### src/design/sha1_pkg.sv
// shared types, constants and helpers for the sha-1 hasher
package sha1_pkg;

    localparam int unsigned FILL_W   = 6;
    localparam int unsigned ROUND_W  = 7;
    localparam int unsigned IDX_W    = 3;

    localparam logic [ROUND_W-1:0] LAST_ROUND = 7'd79;
    localparam logic [ROUND_W-1:0] SCHED_LEN  = 7'd16;
    localparam logic [ROUND_W-1:0] PHASE1_END = 7'd20;
    localparam logic [ROUND_W-1:0] PHASE2_END = 7'd40;
    localparam logic [ROUND_W-1:0] PHASE3_END = 7'd60;

    localparam logic [FILL_W-1:0] FILL_LAST = 6'd63;
    localparam logic [FILL_W-1:0] LEN_POS   = 6'd56;
    localparam logic [IDX_W-1:0]  LAST_IDX  = 3'd4;

    localparam logic [7:0] PAD_BYTE = 8'h80;
    localparam logic [7:0] ZERO_BYTE = 8'h00;
    localparam logic [63:0] BITS_PER_BYTE = 64'd8;

    localparam logic OP_APPEND = 1'b0;
    localparam logic OP_FINISH = 1'b1;

    localparam logic [31:0] K0 = 32'h5A827999;
    localparam logic [31:0] K1 = 32'h6ED9EBA1;
    localparam logic [31:0] K2 = 32'h8F1BBCDC;
    localparam logic [31:0] K3 = 32'hCA62C1D6;

    typedef struct packed {
        logic [31:0] a;
        logic [31:0] b;
        logic [31:0] c;
        logic [31:0] d;
        logic [31:0] e;
    } t_work;

    localparam t_work H_INIT = '{
        a: 32'h67452301,
        b: 32'hEFCDAB89,
        c: 32'h98BADCFE,
        d: 32'h10325476,
        e: 32'hC3D2E1F0
    };

    typedef enum logic [6:0] {
        ST_IDLE     = 7'b0000001,
        ST_PAD_ONE  = 7'b0000010,
        ST_PAD_ZERO = 7'b0000100,
        ST_PAD_LEN  = 7'b0001000,
        ST_ROUND    = 7'b0010000,
        ST_FOLD     = 7'b0100000,
        ST_OUT      = 7'b1000000
    } t_state;

    function automatic logic [31:0] rotl(input logic [31:0] v, input int unsigned n);
        return (v << n) | (v >> (32 - n));
    endfunction

endpackage

### src/design/sha1_if.sv
// valid/ready channels for message bytes in and digest words out
interface sha1_in_if;
    logic       valid;
    logic       ready;
    logic       op;
    logic [7:0] data_byte;

    modport source (output valid, output op, output data_byte, input ready);
    modport sink   (input valid, input op, input data_byte, output ready);
endinterface

interface sha1_out_if;
    logic        valid;
    logic        ready;
    logic [31:0] digest_word;
    logic [2:0]  word_index;
    logic        last_word;

    modport source (output valid, output digest_word, output word_index,
                    output last_word, input ready);
    modport sink   (input valid, input digest_word, input word_index,
                    input last_word, output ready);
endinterface

### src/design/sha1_round.sv
// one sha-1 round: boolean function, round constant and working-word update
module sha1_round (
    input  sha1_pkg::t_work               i_work,
    input  logic [31:0]                   i_w,
    input  logic [sha1_pkg::ROUND_W-1:0]  i_round,
    output sha1_pkg::t_work               o_work
);

    logic [31:0] fn;
    logic [31:0] kc;

    always_comb begin
        priority if (i_round < sha1_pkg::PHASE1_END) begin
            fn = (i_work.b & i_work.c) | (~i_work.b & i_work.d);
            kc = sha1_pkg::K0;
        end else if (i_round < sha1_pkg::PHASE2_END) begin
            fn = i_work.b ^ i_work.c ^ i_work.d;
            kc = sha1_pkg::K1;
        end else if (i_round < sha1_pkg::PHASE3_END) begin
            fn = (i_work.b & i_work.c) | (i_work.b & i_work.d) | (i_work.c & i_work.d);
            kc = sha1_pkg::K2;
        end else begin
            fn = i_work.b ^ i_work.c ^ i_work.d;
            kc = sha1_pkg::K3;
        end
    end

    always_comb begin
        o_work.a = sha1_pkg::rotl(i_work.a, 5) + fn + i_work.e + kc + i_w;
        o_work.b = i_work.a;
        o_work.c = sha1_pkg::rotl(i_work.b, 30);
        o_work.d = i_work.c;
        o_work.e = i_work.d;
    end

endmodule

### src/design/sha1_hash.sv
// streaming sha-1 hasher: byte intake, padding sequencer and iterative round unit
// append: bytes are taken only while idle; the 64th byte of a block runs the rounds and a fold
// finish: pads with 0x80, zero bytes and the bit length, with one or two block compressions,
//   then five digest words leave on consecutive transfers as the sink takes them
// synchronous active-low reset restores the initial hash values and clears the counters
module sha1_hash (
    input  logic              i_clk,
    input  logic              i_rst_n,
    sha1_in_if.sink           i_in,
    sha1_out_if.source        o_out
);

    sha1_pkg::t_state               r_state, n_state;
    sha1_pkg::t_state               r_after, n_after;
    sha1_pkg::t_work                r_h, n_h;
    sha1_pkg::t_work                r_work, n_work;
    sha1_pkg::t_work                round_out;
    logic [sha1_pkg::FILL_W-1:0]    r_fill, n_fill;
    logic [63:0]                    r_bits, n_bits;
    logic [sha1_pkg::ROUND_W-1:0]   r_round, n_round;
    logic [sha1_pkg::IDX_W-1:0]     r_idx, n_idx;
    logic [23:0]                    r_acc, n_acc;
    logic [15:0][31:0]              r_win, n_win;

    logic        in_fire;
    logic        out_fire;
    logic        put_en;
    logic [7:0]  put_byte;
    logic [7:0]  len_byte;
    logic [31:0] w_t;

    assign in_fire  = i_in.valid && i_in.ready;
    assign out_fire = o_out.valid && o_out.ready;

    assign i_in.ready        = (r_state == sha1_pkg::ST_IDLE);
    assign o_out.valid       = (r_state == sha1_pkg::ST_OUT);
    assign o_out.digest_word = r_h.a;
    assign o_out.word_index  = r_idx;
    assign o_out.last_word   = (r_idx == sha1_pkg::LAST_IDX);

    // length field goes out big-endian, byte chosen by position within the last eight
    assign len_byte = 8'(r_bits >> {~r_fill[2:0], 3'b000});

    // schedule window: first sixteen rounds recirculate the loaded words
    assign w_t = (r_round < sha1_pkg::SCHED_LEN) ? r_win[0] :
                 sha1_pkg::rotl(r_win[13] ^ r_win[8] ^ r_win[2] ^ r_win[0], 1);

    sha1_round u_round (
        .i_work  (r_work),
        .i_w     (w_t),
        .i_round (r_round),
        .o_work  (round_out)
    );

    always_comb begin
        n_state  = r_state;
        n_after  = r_after;
        n_h      = r_h;
        n_work   = r_work;
        n_fill   = r_fill;
        n_bits   = r_bits;
        n_round  = r_round;
        n_idx    = r_idx;
        n_acc    = r_acc;
        n_win    = r_win;
        put_en   = 1'b0;
        put_byte = sha1_pkg::ZERO_BYTE;

        unique case (r_state)
            sha1_pkg::ST_IDLE: begin
                if (in_fire) begin
                    if (i_in.op == sha1_pkg::OP_FINISH) begin
                        n_state = sha1_pkg::ST_PAD_ONE;
                    end else begin
                        put_en   = 1'b1;
                        put_byte = i_in.data_byte;
                        n_bits   = r_bits + sha1_pkg::BITS_PER_BYTE;
                        n_after  = sha1_pkg::ST_IDLE;
                    end
                end
            end
            sha1_pkg::ST_PAD_ONE: begin
                put_en   = 1'b1;
                put_byte = sha1_pkg::PAD_BYTE;
                n_after  = sha1_pkg::ST_PAD_ZERO;
                n_state  = sha1_pkg::ST_PAD_ZERO;
            end
            sha1_pkg::ST_PAD_ZERO: begin
                if (r_fill == sha1_pkg::LEN_POS) begin
                    n_state = sha1_pkg::ST_PAD_LEN;
                end else begin
                    put_en   = 1'b1;
                    put_byte = sha1_pkg::ZERO_BYTE;
                    n_after  = sha1_pkg::ST_PAD_ZERO;
                end
            end
            sha1_pkg::ST_PAD_LEN: begin
                put_en   = 1'b1;
                put_byte = len_byte;
                n_after  = sha1_pkg::ST_OUT;
            end
            sha1_pkg::ST_ROUND: begin
                n_work  = round_out;
                n_win   = {w_t, r_win[15:1]};
                n_round = r_round + 7'd1;
                if (r_round == sha1_pkg::LAST_ROUND) begin
                    n_state = sha1_pkg::ST_FOLD;
                end
            end
            sha1_pkg::ST_FOLD: begin
                n_h.a   = r_h.a + r_work.a;
                n_h.b   = r_h.b + r_work.b;
                n_h.c   = r_h.c + r_work.c;
                n_h.d   = r_h.d + r_work.d;
                n_h.e   = r_h.e + r_work.e;
                n_idx   = '0;
                n_state = r_after;
            end
            sha1_pkg::ST_OUT: begin
                if (out_fire) begin
                    if (r_idx == sha1_pkg::LAST_IDX) begin
                        n_h     = sha1_pkg::H_INIT;
                        n_fill  = '0;
                        n_bits  = '0;
                        n_state = sha1_pkg::ST_IDLE;
                    end else begin
                        // next word moves to the head of the chain
                        n_h   = {r_h.b, r_h.c, r_h.d, r_h.e, r_h.a};
                        n_idx = r_idx + 3'd1;
                    end
                end
            end
            default: begin
                n_state = sha1_pkg::ST_IDLE;
            end
        endcase

        // shared byte intake: packs big-endian words into the schedule window
        if (put_en) begin
            n_acc  = {r_acc[15:0], put_byte};
            n_fill = r_fill + 6'd1;
            if (r_fill[1:0] == 2'b11) begin
                n_win = {{r_acc, put_byte}, r_win[15:1]};
            end
            if (r_fill == sha1_pkg::FILL_LAST) begin
                n_state = sha1_pkg::ST_ROUND;
                n_round = '0;
                n_work  = r_h;
            end
        end
    end

    always_ff @(posedge i_clk) begin
        if (!i_rst_n) begin
            r_state <= sha1_pkg::ST_IDLE;
            r_after <= sha1_pkg::ST_IDLE;
            r_h     <= sha1_pkg::H_INIT;
            r_fill  <= '0;
            r_bits  <= '0;
            r_round <= '0;
            r_idx   <= '0;
        end else begin
            r_state <= n_state;
            r_after <= n_after;
            r_h     <= n_h;
            r_fill  <= n_fill;
            r_bits  <= n_bits;
            r_round <= n_round;
            r_idx   <= n_idx;
        end
    end

    always_ff @(posedge i_clk) begin
        r_work <= n_work;
        r_acc  <= n_acc;
        r_win  <= n_win;
    end

    a_idx_range: assert property (@(posedge i_clk) disable iff (!i_rst_n)
        o_out.valid |-> (r_idx <= sha1_pkg::LAST_IDX))
        else $error("digest word index out of range");

    a_last_clears: assert property (@(posedge i_clk) disable iff (!i_rst_n)
        (out_fire && o_out.last_word) |=>
            (r_state == sha1_pkg::ST_IDLE) && (r_fill == '0) && (r_bits == '0)
            && (r_h == sha1_pkg::H_INIT))
        else $error("state not restored after final digest word");

    a_round_start: assert property (@(posedge i_clk) disable iff (!i_rst_n)
        ((r_state == sha1_pkg::ST_ROUND) && (r_round == '0)) |-> (r_fill == '0))
        else $error("compression started without a full block");

    a_finish_pads: assert property (@(posedge i_clk) disable iff (!i_rst_n)
        (in_fire && (i_in.op == sha1_pkg::OP_FINISH)) |=>
            (r_state == sha1_pkg::ST_PAD_ONE) && $stable(r_bits))
        else $error("finish transfer did not start padding");

    a_round_bound: assert property (@(posedge i_clk) disable iff (!i_rst_n)
        (r_state == sha1_pkg::ST_ROUND) |-> (r_round <= sha1_pkg::LAST_ROUND))
        else $error("round counter overran");

endmodule
### src/flat_wrapper.sv
// flat-port wrapper written by rule: the top's interface ports become plain ports
module sha1_hash_flat 
  (i_clk, i_rst_n, i_in_valid, i_in_op, i_in_data_byte, i_in_ready, o_out_valid, o_out_digest_word, o_out_word_index, o_out_last_word, o_out_ready);
  sha1_in_if i_in_i ();
  sha1_out_if o_out_i ();
  input  logic i_clk;
  input  logic i_rst_n;
  input wire logic [$bits(i_in_i.valid)-1:0] i_in_valid;
  input wire logic [$bits(i_in_i.op)-1:0] i_in_op;
  input wire logic [$bits(i_in_i.data_byte)-1:0] i_in_data_byte;
  output wire logic [$bits(i_in_i.ready)-1:0] i_in_ready;
  output wire logic [$bits(o_out_i.valid)-1:0] o_out_valid;
  output wire logic [$bits(o_out_i.digest_word)-1:0] o_out_digest_word;
  output wire logic [$bits(o_out_i.word_index)-1:0] o_out_word_index;
  output wire logic [$bits(o_out_i.last_word)-1:0] o_out_last_word;
  input wire logic [$bits(o_out_i.ready)-1:0] o_out_ready;
  assign i_in_i.valid = i_in_valid;
  assign i_in_i.op = i_in_op;
  assign i_in_i.data_byte = i_in_data_byte;
  assign i_in_ready = i_in_i.ready;
  assign o_out_valid = o_out_i.valid;
  assign o_out_digest_word = o_out_i.digest_word;
  assign o_out_word_index = o_out_i.word_index;
  assign o_out_last_word = o_out_i.last_word;
  assign o_out_i.ready = o_out_ready;
  sha1_hash u_core (.i_clk(i_clk), .i_rst_n(i_rst_n), .i_in(i_in_i), .o_out(o_out_i));
endmodule
### config.mk
export PLATFORM = sky130hd
export DESIGN_NAME = sha1_hash_flat
export DESIGN_NICKNAME = d
export VERILOG_FILES = /design/src/design/sha1_pkg.sv /design/src/design/sha1_if.sv /design/src/design/sha1_round.sv /design/src/design/sha1_hash.sv /design/src/flat_wrapper.sv
export SDC_FILE = /design/constraint.sdc
export NUM_CORES = 2
export LEC_CHECK = 0
export ABC_AREA = 1
export BUFFER_PORTS_ARGS = -buffer_cell sky130_fd_sc_hd__buf_2
export CORE_AREA = 2 2 399 401
export CTS_BUF_LIST = sky130_fd_sc_hd__clkbuf_8
export CTS_CLUSTER_SIZE = 14
export DETAILED_ROUTE_END_ITERATION = 12
export DIE_AREA = 0 0 401 403
export PLACE_DENSITY = 0.46
export SYNTH_ARGS = -nofsm -noshare
export SYNTH_HDL_FRONTEND = slang
export SYNTH_SLANG_ARGS = --single-unit
### constraint.sdc
create_clock -name i_clk -period 5.15 [get_ports i_clk]
set_input_delay 1.03 -clock i_clk [delete_from_list [all_inputs] [get_ports i_clk]]
set_output_delay 1.03 -clock i_clk [all_outputs]
set_load 0.1 [all_outputs]
==> out/qor.yml <==
fin_skew_ns: 0.06689
drt_pass1_iterations: 6
grt_pass1_wl_um: 337500
multi_input_area_sq_um: 31510
cp_slowest_stage_delay_ns: 0.49
grt_pass1_vias: 47340
cp.required_ns: 5.93
clk_path_buf_depth: 3
yosysWarnings: 0
stdcell_area_sq_um: 61780
die_h_um: 403
ys_types: 59
status: "finished, final reports clean"
ant_nets: 0
viasPerCell: 5.364
syn_inst: 6875
fmax_ghz: 0.2024
clkSlewWorstSetupHoldPaths_ns: 0.07
grt_overflow: 0
drt_wl_total_um: 235700
dieArea_sq_um: 161600
hold_path.class: "primary input to flip-flop"
rows: 146
tns_ns: 0
track_usage_pct: 28.43
vdd_drop_max_mv: 0.2087
grt_max_degree: 151
antenna_found_initial: 18
synth-edff-count: 24
vias: 49630
numClockSinks: 943
worst_ep_arrival_time_ns: 5.72
setup_viol: 0
synth_seq_cells: 943
power_density_nw_per_um2: 249.8
ios: 51
cts_tree: "done"
post-route-period-util_pct: 95.92
syn_area_sq_um: 54800
die_width_um: 401
synth-seq-area-share_pct: 34.89
synth_flop_cell: "dfxtp_1"
drtIter0Drc: 4672
portBuffers: 50
cts_made_buffers: 174
slowest_stage: "fa_1"
async_reset_ff_share_pct: 0
end_kind: "flip-flop"
max_cap_violations: 0
critPathLaunchType: "flip-flop"
worstSetupPathType: "flip-flop to flip-flop"
fillers: 16556
finalCriticalPeriod_ns: 4.940
cts_root_buf: "clkbuf_8"
remaining_drc_errors: 0
drive_gt1_share_pct: 11.87
syn_avg_cell_area_sq_um: 7.970
hold_viol: 0
synth_nets: 7239
syn_to_final_growth_pct: 12.75
seq_area_sq_um: 19120
postPlaceCellArea_sq_um: 58010
wire_per_inst_um: 25.47
fin_nets: 7403
htree_levels: 4
worst_slew_pin_slew_ns: 1.218
crit_fanout: 13
hpwl_um: 181500
slew_viol_final: 0
clk_latency_ns: 0.93
relSlewSlack_pct: 17.92
p_leak_nw: 26.85
core_sq_um: 157500
initial_core_util_pct: 34.80
gp_congestion: 0.9876
[cell families (layout without fill, tap and decap cells)]
logic type | Yosys count | after routing | share of synthesized area, %
compound gates | 1463 | 1463 | 14.62
xor+xnor | 154 | 154 | 2.462
simple gates | 2507 | 2507 | 19.40
fa+ha+maj | 351 | 351 | 9.727
mux | 467 | 467 | 10.96
other cells | 0 | 4 | 0
buf+inv | 990 | 1291 | 7.944
flops | 943 | 943 | 34.89
[metrics by stage]
| stage | hold slack, ns | setup slack [ns] | std cells | total power [mW] | utilization, % |
|---|---|---|---|---|---|
| floorplan | 0.4215 | 0.5123 | 6875 | 7.864 | - |
| global placement | 0.4358 | 0.05152 | 8931 | 8.081 | 36.84 |
| detailed placement | 0.4382 | -0.06194 | 8931 | 8.082 | 36.84 |
| CTS | 0.3045 | 0.02900 | 9244 | 15.68 | 39.12 |
| global route | 0.3626 | -0.02507 | 9250 | 16.03 | 39.23 |
| finish | 0.4270 | 0.2102 | 9252 | 15.44 | 39.24 |
[what timing repair did]
item                       4_1_cts  5_1_grt
setup endpoints to repair        5       22
buffers inserted                 0        3
gates resized for setup          5       36
hold buffers                     0        0
pin swaps                        0        6
cloned                           0        1
[layer usage]
| layer | part of all wire (%) | vias to the layer above | track usage [%] |
|---|---|---|---|
| li1 | - | 23517 | - |
| met1 | 47 | 24096 | 40.38 |
| met2 | 42 | 1697 | 42.92 |
| met3 | 7.0 | 318 | 5.353 |
| met4 | 3.5 | 2 | 9.745 |
| met5 | 0.0055 | - | 0 |
[cell type report]
cell class                 instances  share of cell area [%]
clock buffer                     214                   4.767
timing repair buffer             293                   3.854
multi-input combinational       4942                   51.00
antenna                            4                 0.01620
inverter                         685                   4.210
clock inverter                    99                   1.017
sequential                       943                   30.94
tap                             2072                   4.196
[state kept, by name, indices dropped and copies added, names as in the netlist]
name                      count
u_core.o_out.digest_word     32
u_core.o_out.word_index       3
u_core.r_acc                 24
u_core.r_after                3
u_core.r_bits                61
u_core.r_fill                 6
u_core.r_h                  128
u_core.r_round                7
u_core.r_state                7
u_core.r_win                512
u_core.r_work               160
[worst paths after layout]
path,from,endpoint,slack (ns),cells past startpoint
worst max-delay path,u_core.r_round[6],u_core.r_work[142],0.21,26
worst min-delay path,i_in_op,u_core.r_state[1],0.43,3
worst max register to register,u_core.r_round[6],u_core.r_work[142],0.21,26
worst min register to register,u_core.r_win[207],u_core.r_win[175],0.43,1
[cells in the final DEF (no fill, tap or decap), types with 14 or more instances in the layout]
| cell | instances |
|---|---|
| a21boi_0 | 15 |
| a21o_1 | 19 |
| a21oi_1 | 616 |
| a31oi_1 | 90 |
| buf_12 | 22 |
| buf_2 | 49 |
| buf_4 | 218 |
| clkbuf_8 | 214 |
| clkinv_2 | 17 |
| dfxtp_1 | 919 |
| edfxtp_1 | 24 |
| fa_1 | 124 |
| ha_1 | 224 |
| inv_1 | 724 |
| inv_2 | 15 |
| mux2_1 | 266 |
| mux2_4 | 200 |
| nand2_1 | 1237 |
| nand3_1 | 363 |
| nand3b_1 | 22 |
| nand4_1 | 114 |
| nor2_1 | 575 |
| nor2_2 | 14 |
| nor3_1 | 106 |
| o211ai_1 | 28 |
| o21a_1 | 26 |
| o21ai_0 | 454 |
| o21ai_1 | 84 |
| o21bai_1 | 37 |
| o221ai_1 | 34 |
| o22ai_1 | 17 |
| or2_2 | 27 |
| xnor2_1 | 114 |
| xor2_1 | 40 |
[synth_stat cells (6+ instances only)]
cell       count  area share [%]
mux2_4       200             5.5
a31oi_1       91             1.0
nor4_1         7           0.080
a21boi_0      16            0.22
o21ai_1       81            0.74
or2_2         27            0.31
clkbuf_1     150             1.0
a21o_1        19            0.26
ha_1         226             5.2
o2111ai_1      7            0.11
buf_1          7           0.048
nand3b_1      22            0.30
o22ai_1       17            0.19
buf_6         41            0.84
a211oi_1       6           0.082
o21bai_1      37            0.51
a21oi_1      621             5.7
o21ai_0      458             4.2
dfxtp_1      919              34
nand4_1      114             1.3
nor3_1       106            0.97
xnor2_1      114             1.8
o21a_1        26            0.36
mux2_1       266             5.5
buf_8         11            0.30
fa_1         125             4.6
xor2_1        40            0.64
inv_2         17            0.12
nand2_1     1244             8.5
inv_1        665             4.6
o221ai_1      35            0.56
buf_2         64            0.58
o211ai_1      28            0.38
a22oi_1       11            0.15
nor2_1       587             4.0
nand3_1      367             3.4
buf_4         32            0.44
edfxtp_1      24             1.3
[power by group]
group | leakage (nW) | internal (mW) | total [mW] | switching (mW)
Sequential | 7.64 | 7.40 | 7.47 | 0.0640
Clock | 2.08 | 4.02 | 7.50 | 3.49
Combinational | 17.1 | 0.157 | 0.466 | 0.308
[worst max-delay path, delay by kind of cell, from the launching register on]
family	cells	cell delay (ns)
compound gates	4	0.45
fa+ha+maj	4	1.74
buf+inv	8	0.96
flops	1	0.31
simple gates	10	1.29
No activity file was read; power rests on OpenSTA's default activity.
